$ cat src/rtl/hcb_pkg.sv
// ----------------------------------------------------------------------------
// hcb_pkg: shared types and constants
// Widths, node store layout, controller states and the command/status
// bundles between the controller and the datapath.
// ----------------------------------------------------------------------------
`default_nettype none

package hcb_pkg;

   localparam int MAX_SYMBOLS = 32;
   localparam int MAX_RADIX   = 16;
   localparam int MAX_NODES   = 64;

   localparam int WEIGHT_W  = 16;
   localparam int NWEIGHT_W = 22;
   localparam int KEY_W     = $clog2(MAX_NODES);
   localparam int DIGIT_W   = $clog2(MAX_RADIX);
   localparam int CNT_W     = KEY_W + 1;
   localparam int RADIX_W   = 5;
   localparam int SCOUNT_W  = 6;
   localparam int SYM_W     = 5;
   localparam int LEN_W     = 5;
   localparam int VAL_W     = 31;
   localparam int AVG_W     = 12;
   localparam int SUM_W     = 27;
   localparam int NUM_W     = 35;
   localparam int DEN_W     = NWEIGHT_W + 1;
   localparam int QCNT_W    = $clog2(AVG_W);
   localparam int CSR_IW    = 1;
   localparam int CSR_DW    = 6;
   localparam int HUNDRED   = 100;

   localparam logic [CSR_IW-1:0] REG_RADIX   = 1'b0;
   localparam logic [CSR_IW-1:0] REG_SYMBOLS = 1'b1;

   typedef struct packed {
      logic [NWEIGHT_W-1:0] weight;
      logic [KEY_W-1:0]     key;
      logic [KEY_W-1:0]     parent;
      logic [DIGIT_W-1:0]   digit;
   } node_type;

   typedef struct packed {
      logic [LEN_W-1:0] len;
      logic [VAL_W-1:0] val;
   } code_type;

   typedef enum logic [3:0] {
      ST_LOAD,
      ST_PAD,
      ST_SCAN,
      ST_COMMIT,
      ST_MERGE,
      ST_WALK_RD,
      ST_WALK_EX,
      ST_DIV_GO,
      ST_DIV_WAIT,
      ST_EMIT_RD,
      ST_EMIT
   } state_type;

   typedef struct packed {
      logic load;
      logic pad;
      logic build_init;
      logic scan_clr;
      logic scan_step;
      logic commit;
      logic merge;
      logic walk_init;
      logic walk_ex;
      logic div_go;
      logic emit_rd;
      logic emit_next;
      logic finish;
   } cmd_type;

   typedef struct packed {
      logic cfg_write;
      logic last_load;
      logic need_pad;
      logic scan_done;
      logic take_last;
      logic merge_last;
      logic sym_done;
      logic sym_last;
      logic div_done;
      logic emit_last;
   } sts_type;

endpackage

`default_nettype wire

$ cat src/rtl/hcb_ctrl.sv
// ----------------------------------------------------------------------------
// hcb_ctrl: sequencer
// Load, pad, take/merge loop, code walk, divide and emit.
// ----------------------------------------------------------------------------
`default_nettype none

module hcb_ctrl import hcb_pkg::*; (
   input  wire logic    clock,
   input  wire logic    reset,
   input  wire logic    req_valid,
   output logic         req_ready,
   output logic         rsp_valid,
   input  wire logic    rsp_ready,
   input  wire sts_type sts,
   output cmd_type      cmd
);

   state_type state_ff, state_in;

   always_comb begin
      state_in = state_ff;
      unique case (state_ff)
         ST_LOAD:     if (req_valid && sts.last_load) state_in = ST_PAD;
         ST_PAD:      if (!sts.need_pad) state_in = ST_SCAN;
         ST_SCAN:     if (sts.scan_done) state_in = ST_COMMIT;
         ST_COMMIT:   state_in = sts.take_last ? ST_MERGE : ST_SCAN;
         ST_MERGE:    state_in = sts.merge_last ? ST_WALK_RD : ST_SCAN;
         ST_WALK_RD:  state_in = ST_WALK_EX;
         ST_WALK_EX:  state_in = (sts.sym_done && sts.sym_last) ? ST_DIV_GO : ST_WALK_RD;
         ST_DIV_GO:   state_in = ST_DIV_WAIT;
         ST_DIV_WAIT: if (sts.div_done) state_in = ST_EMIT_RD;
         ST_EMIT_RD:  state_in = ST_EMIT;
         ST_EMIT:     if (rsp_ready) state_in = sts.emit_last ? ST_LOAD : ST_EMIT_RD;
         default:     state_in = ST_LOAD;
      endcase
      if (sts.cfg_write) begin
         state_in = ST_LOAD;
      end
   end

   always_comb begin
      cmd       = '0;
      req_ready = 1'b0;
      rsp_valid = 1'b0;
      unique case (state_ff)
         ST_LOAD: begin
            req_ready = 1'b1;
            cmd.load  = req_valid;
         end
         ST_PAD: begin
            cmd.pad        = sts.need_pad;
            cmd.build_init = !sts.need_pad;
            cmd.scan_clr   = !sts.need_pad;
         end
         ST_SCAN:   cmd.scan_step = 1'b1;
         ST_COMMIT: begin
            cmd.commit   = 1'b1;
            cmd.scan_clr = 1'b1;
         end
         ST_MERGE: begin
            cmd.merge     = 1'b1;
            cmd.scan_clr  = 1'b1;
            cmd.walk_init = sts.merge_last;
         end
         ST_WALK_RD:  ;
         ST_WALK_EX:  cmd.walk_ex = 1'b1;
         ST_DIV_GO:   cmd.div_go = 1'b1;
         ST_DIV_WAIT: ;
         ST_EMIT_RD:  cmd.emit_rd = 1'b1;
         ST_EMIT: begin
            rsp_valid     = 1'b1;
            cmd.emit_next = rsp_ready && !sts.emit_last;
            cmd.finish    = rsp_ready && sts.emit_last;
         end
         default: ;
      endcase
   end

   always_ff @(posedge clock) begin
      if (reset) begin
         state_ff <= ST_LOAD;
      end else begin
         state_ff <= state_in;
      end
   end

`ifndef NO_ASSERTIONS
   a_load_only_idle: assert property (@(posedge clock) disable iff (reset)
      cmd.load |-> state_ff == ST_LOAD)
      else $error("weight taken outside load");
   a_emit_to_load: assert property (@(posedge clock) disable iff (reset)
      cmd.finish && !sts.cfg_write |=> state_ff == ST_LOAD && req_ready)
      else $error("set end did not return to load");
   a_div_then_emit: assert property (@(posedge clock) disable iff (reset)
      state_ff == ST_DIV_GO && !sts.cfg_write |=> state_ff == ST_DIV_WAIT)
      else $error("divider start not followed by wait");
`endif

endmodule

`default_nettype wire

$ cat config.mk
export PLATFORM = sky130hd
export DESIGN_NAME = hcb_ctrl
export DESIGN_NICKNAME = d
export VERILOG_FILES = /design/src/rtl/hcb_pkg.sv /design/src/rtl/hcb_ctrl.sv
export SDC_FILE = /design/constraint.sdc
export NUM_CORES = 1
export LEC_CHECK = 0
export CELL_PAD_IN_SITES_DETAIL_PLACEMENT = 1
export CELL_PAD_IN_SITES_GLOBAL_PLACEMENT = 1
export CORE_AREA = 2 2 39 41
export CTS_BUF_LIST = sky130_fd_sc_hd__clkbuf_16
export CTS_CLUSTER_DIAMETER = 40
export CTS_CLUSTER_SIZE = 28
export DETAILED_ROUTE_END_ITERATION = 10
export DIE_AREA = 0 0 41 43
export DONT_BUFFER_PORTS = 1
export GPL_TIMING_DRIVEN = 0
export PLACE_DENSITY = 0.74
export SYNTH_ARGS = -nofsm -noshare
export SYNTH_HDL_FRONTEND = slang
export SYNTH_SLANG_ARGS = --single-unit
$ cat constraint.sdc
create_clock -name clock -period 3.2 [get_ports clock]
set_clock_uncertainty 0.15 [all_clocks]
set_input_delay 0.8 -clock clock [delete_from_list [all_inputs] [get_ports clock]]
set_output_delay 0.8 -clock clock [all_outputs]
set_load 0.01 [all_outputs]
==> results of run 1 <==
==> cell type report <==
type                    instances  area (µm²)  share of cell area, %
well taps                      16       20.02                  3.556
clock buffers                   3       75.07                  13.33
plain buffers                   5       31.28                  5.556
flip-flops and latches          4       80.08                  14.22
multi-input cells              57       349.1                  62.00
inverters                       2       7.507                  1.333
==> synth_stat cells <==
cell type   n
a31o_1      1
a41oi_1     1
nor2_1     11
and2_1      3
a21o_1      1
o21ai_0     3
inv_1       2
nand3_1     2
nand2_1     6
or3b_1      1
o311a_1     1
and3_1      1
nand2b_1    5
nand4b_1    1
nor3_1      4
buf_2       4
nor4b_2     1
nor3b_1     1
o2bb2ai_1   1
nor4_1      2
a211oi_1    1
nor2b_1     2
mux2_2      1
a21oi_1     2
nor4_2      1
a2bb2oi_2   1
buf_6       1
dfxtp_1     4
a31oi_1     3
==> per-layer routing <==
metal / routed length [µm] / global-route usage [%] / part of all wire [%]
met2: 608 / 24.38 / 48
met1: 603 / 22.76 / 47
met5: 0 / 0 / 0
met3: 65 / 4.712 / 5.1
met4: 0 / 4.000 / 0
==> how the worst min path moves through the flow <==
stage                                           to  depth (start not counted)  slack, ns
after global placement    state_ff[2]$_SDFFE_PP0P_                          2       0.61
after detailed placement  state_ff[2]$_SDFFE_PP0P_                          2       0.61
after CTS                 state_ff[3]$_SDFFE_PP0P_                          1       0.50
after global routing      state_ff[2]$_SDFFE_PP0P_                          1       0.51
final                     state_ff[3]$_SDFFE_PP0P_                          1       0.50
after floorplan           state_ff[2]$_SDFFE_PP0P_                          2       0.52
==> power breakdown <==
group          internal (mW)  switching [mW]
clock network          0.159          0.0326
registers             0.0519         0.00206
logic                 0.0173          0.0229
total                  0.229          0.0576
==> stage by stage <==
step,instance area (µm²),setup WS (ns)
floorplan,467.9,0.9548
global placement,488.0,0.7822
detailed placement,488.0,0.7554
CTS,563.0,0.5240
global route,563.0,0.3322
finish,563.0,0.5216
==> kinds of logic (layout without fill, tap and decap cells) <==
family / after synthesis / after routing
AND/OR/NAND/NOR: 41 / 41
AO/OA/AOI/OAI: 15 / 15
flip-flops: 4 / 4
multiplexers: 1 / 1
buffers and inverters: 7 / 10
==> cells in the final DEF (no fill, tap or decap), types with 2 or more instances in the layout <==
| master | count |
|---|---|
| and2_1 | 3 |
| nand3_1 | 2 |
| a21oi_1 | 2 |
| nand2b_1 | 5 |
| nor4_1 | 2 |
| dfxtp_1 | 4 |
| nor3_1 | 4 |
| inv_1 | 2 |
| o21ai_0 | 3 |
| a31oi_1 | 3 |
| nor2b_1 | 2 |
| nor2_1 | 11 |
| clkbuf_16 | 3 |
| nand2_1 | 6 |
| buf_2 | 4 |
==> flow_summary.yaml, run 1 <==
sta:
  holdWs_ns: 0.5029
  slew_violations: 0
  max_slew_margin_pct: 63.87
  worst_slew_pin_slew_ns: 0.5378
  fin_crit_sh_pct: 83.70
  setup_violations: 0
  rsz0062_at_grt: "no"
  finalSetupTns_ns: 0
  hold_viol: 0
  fmax_mhz: 373.4
  period_needed_ns: 2.678
global_route:
  overflow: 0
  grt_pass1_vias: 460
  grt_start_max_net_pins: 11
  antenna_found_initial: 0
  grtUsageTotal_pct: 16.45
  grt_pass1_wl_mm: 2.001
detailed_routing:
  wl_per_cell_um: 14.68
  drc: 0
  avgViaCountPerCell: 5.793
  postRouteAntennaNets: 0
  vias: 504
  drt-total-wl_mm: 1.277
  first_pass_iters: 3
  drtIter0Drc: 3
placement:
  gp_congestion: 0.7322
  placed_cells: 84
  hpwl_mm: 1.020
  port_buffers: 0
layout:
  drive_above_1_share_pct: 16.90
  largest_register_ffs: 4
  fin_nets: 87
  fin_util_pct: 40.69
  final_cells: 87
  syn_to_final_growth_pct: 20.32
  top_register: "state_ff"
  n_antenna_cell: 0
  nFillCells: 177
  reg_top3: "state_ff (4)"
floorplan:
  initial_core_util_pct: 33.82
  dieArea_um2: 1763
  fp-row-count: 14
  die_width_um: 41
  die_h_um: 43
  core_um2: 1384
  pin_count: 29
hold_path:
  hp-class: "input pin to flip-flop"
  worstHoldStart: "reset"
worst_setup_path:
  reg2reg_from: "state_ff[1]$_SDFFE_PP0P_"
  crit_buf_inv: 2
  r2r_slack_ns: 1.44
  path_max_fanout: 10
  cpMostUsedCell: "nand2_1"
  slowest_delay_ns: 0.43
  cp-start-kind: "flip-flop"
  crit_start: "state_ff[1]$_SDFFE_PP0P_"
  cp.arrival_ns: 1.73
  r2r-end: "state_ff[1]$_SDFFE_PP0P_"
  critical_path.top_delay_family: "simple AND/OR/NAND/NOR gates"
  slowest_stage: "nor3_1"
  required_ns: 2.25
  crit_cells: 6
  crit_chain: "buf_6 > buf_2 > nand2_1 > nor3_1 > nand2_1 > nor2_1"
  reg2reg_depth: 5
  worstSetupEndpointType: "output port"
  path_class: "flip-flop to output port"
  cp-endpoint: "cmd[1]"
synth:
  synth.top_cell.area_share_pct: 17.11
  yosys_warnings: 0
  syn_inst: 68
  syn_area_per_cell_um2: 6.882
  yosysUniqueCellTypes: 29
  synth_compound_area_share_pct: 23.53
  synth_top_area_cell: "dfxtp_1"
  synthSimpleGateAreaFrac_pct: 48.66
  synth_mux_area_share_pct: 2.406
  syn_area_um2: 467.9
  synth_top_family_by_area: "simple AND/OR/NAND/NOR gates"
  ys_ff_latch: 4
  synth_fp_nets: 82
  synthXorXnorAreaFrac_pct: 0
  synthTopCellsByArea: "dfxtp_1 (17%), nor2_1 (8.8%), nand2b_1 (6.7%), nand2_1 (4.8%), buf_2 (4.3%)"
  synth-adder-area-share_pct: 0
  ys_seq_area_share_pct: 17.11
pwr:
  p_leak_nw: 0.2255
  p_total_uw: 286.3
  irDropWorstVdd_v: 0.0005463
  powerDensity_nw_per_um2: 508.5
cts:
  cts_tree: "yes"
  cts_hold_buf: 0
  cts_made_buffers: 3
  cts_setup_buffers: 0
  cts_sinks: 4
  cts.path.max_buffers: 2
  insertion_delay_ns: 0.22
  clk_pin_slew_ns: 0.03
  cts_resized: 0
  cts_max_level: 1
  clockRootBuffer: "clkbuf_16"
status:
  status: "finished, final reports clean"
flow_run:
  drv_cap: 0
No activity file was read; power rests on OpenSTA's default activity.
==> inputs of run 2 (changes only) <==
==> constraint.sdc (replaced) <==
create_clock -name clock -period 2.5 [get_ports clock]
set_clock_uncertainty 0.15 [all_clocks]
set_input_delay 0.625 -clock clock [delete_from_list [all_inputs] [get_ports clock]]
set_output_delay 0.625 -clock clock [all_outputs]
set_load 0.01 [all_outputs]
==> run 2 against run 1 <==
Global-route usage unchanged. Count of clock-buffer cells in the layout unchanged. Sequential share of layout area down 0.13 points. Clock power up 28%. Core utilization up 0.36 points. Critical endpoint is now cmd[5].
==> flow_summary.yaml, run 2 (synthesis results as in run 1) <==
status:
  status: "finished, final reports clean"
cts:
  clockRootBuffer: "clkbuf_16"
  insertion_delay_ns: 0.22
  cts_setup_buffers: 0
  cts_sinks: 4
  clk_pin_slew_ns: 0.03
  cts_hold_buf: 0
  cts_max_level: 1
  cts_tree: "yes"
  cts_made_buffers: 3
  cts.path.max_buffers: 2
sta:
  worst_slew_pin_slew_ns: 0.5099
  slew_violations: 0
  max_slew_margin_pct: 65.73
  fin_crit_sh_pct: 93.39
  setup_violations: 0
  fmax_mhz: 428.3
  fin_ws_ns: 0.1653
  rsz0062_at_grt: "no"
  finalSetupTns_ns: 0
  period_needed_ns: 2.335
  hold_viol: 0
floorplan:
  pin_count: 29
  die_width_um: 41
  fp-row-count: 14
  die_h_um: 43
  initial_core_util_pct: 33.82
  dieArea_um2: 1763
  core_um2: 1384
pwr:
  p_leak_nw: 0.2300
  p_total_uw: 366.8
  powerDensity_nw_per_um2: 645.7
  irDropWorstVdd_v: 0.0006992
global_route:
  grt_start_max_net_pins: 11
  overflow: 0
  grtUsageTotal_pct: 16.45
  grt_pass1_vias: 463
  grt_pass1_wl_mm: 2.001
  antenna_found_initial: 0
detailed_routing:
  postRouteAntennaNets: 0
  vias: 502
  avgViaCountPerCell: 5.770
  first_pass_iters: 3
  wl_per_cell_um: 14.70
  drc: 0
  drt-total-wl_mm: 1.279
  drtIter0Drc: 1
layout:
  fin_nets: 87
  syn_to_final_growth_pct: 21.39
  nFillCells: 176
  top_register: "state_ff"
  drive_above_1_share_pct: 18.31
  final_cells: 87
  stdcell_area_um2: 568.0
  n_antenna_cell: 0
  final_cell_mix: "nor2_1 (11), nand2_1 (6), nand2b_1 (5)"
  layout_commonest_cell: "nor2_1"
  largest_register_ffs: 4
  reg_top3: "state_ff (4)"
placement:
  place_area_um2: 488.0
  gp_congestion: 0.7322
  placed_cells: 84
  hpwl_mm: 1.020
  port_buffers: 0
  post-place-ws_ns: 0.2304
worst_setup_path:
  cp-start-kind: "flip-flop"
  path_max_fanout: 10
  worstSetupEndpointType: "output port"
  path_class: "flip-flop to output port"
  r2r_slack_ns: 0.74
  cp.arrival_ns: 1.56
  required_ns: 1.73
hold_path:
  hp-class: "input pin to flip-flop"
flow_run:
  drv_cap: 0
## run 2: cell counts in the layout (fill, tap and decap cells not counted)
No cell type changed its count.
## run 2: final timing paths
path                                          startpoint  cells past startpoint                        to
worst min-delay path                               reset                      1  state_ff[3]$_SDFFE_PP0P_
worst min register to register  state_ff[3]$_SDFFE_PP0P_                      2  state_ff[2]$_SDFFE_PP0P_
worst max register to register  state_ff[1]$_SDFFE_PP0P_                      5  state_ff[1]$_SDFFE_PP0P_
worst max-delay path            state_ff[2]$_SDFFE_PP0P_                      4                    cmd[5]
## run 2: worst max-delay path: stages (launching register included)
cell	delay, ns
dfxtp_1	0.39
buf_2	0.24
nand2b_1	0.14
nor3_1	0.33
and2_1	0.24
## run 2: what timing repair did
| item | in CTS | in global routing |
|---|---|---|
| resized for setup | 1 | 0 |
| endpoints found under the setup margin | 1 | 0 |
| hold endpoints to repair | 0 | 0 |
## run 2: final cells by class
cell class                 instances  area, µm²  share of cell area (%)
buffer                             5      31.28                   5.507
sequential                         4      80.08                   14.10
multi-input combinational         57      354.1                   62.33
inverter                           2      7.507                   1.322
tap                               16      20.02                   3.524
clock buffer                       3      75.07                   13.22
## run 2: layer usage
layer | global-route usage [%] | part of all wire [%] | vias up
li1 | - | - | 254
met5 | 0 | 0 | -
met2 | 24.38 | 47 | 16
met3 | 4.712 | 5.1 | 0
met4 | 4.000 | 0 | 0
met1 | 22.76 | 48 | 232
## run 2: where the power goes
group	internal, mW	leakage, nW	switching (mW)	total [mW]
clock	0.204	0.0370	0.0417	0.246
sequential	0.0665	0.0324	0.00264	0.0691
combinational	0.0222	0.161	0.0297	0.0519
## run 2: stage by stage
step | util, % | hold slack, ns
floorplan | - | 0.5195
global placement | 35.26 | 0.5571
detailed placement | 35.26 | 0.5577
CTS | 41.05 | 0.3263
global route | 41.05 | 0.3303
finish | 41.05 | 0.3279
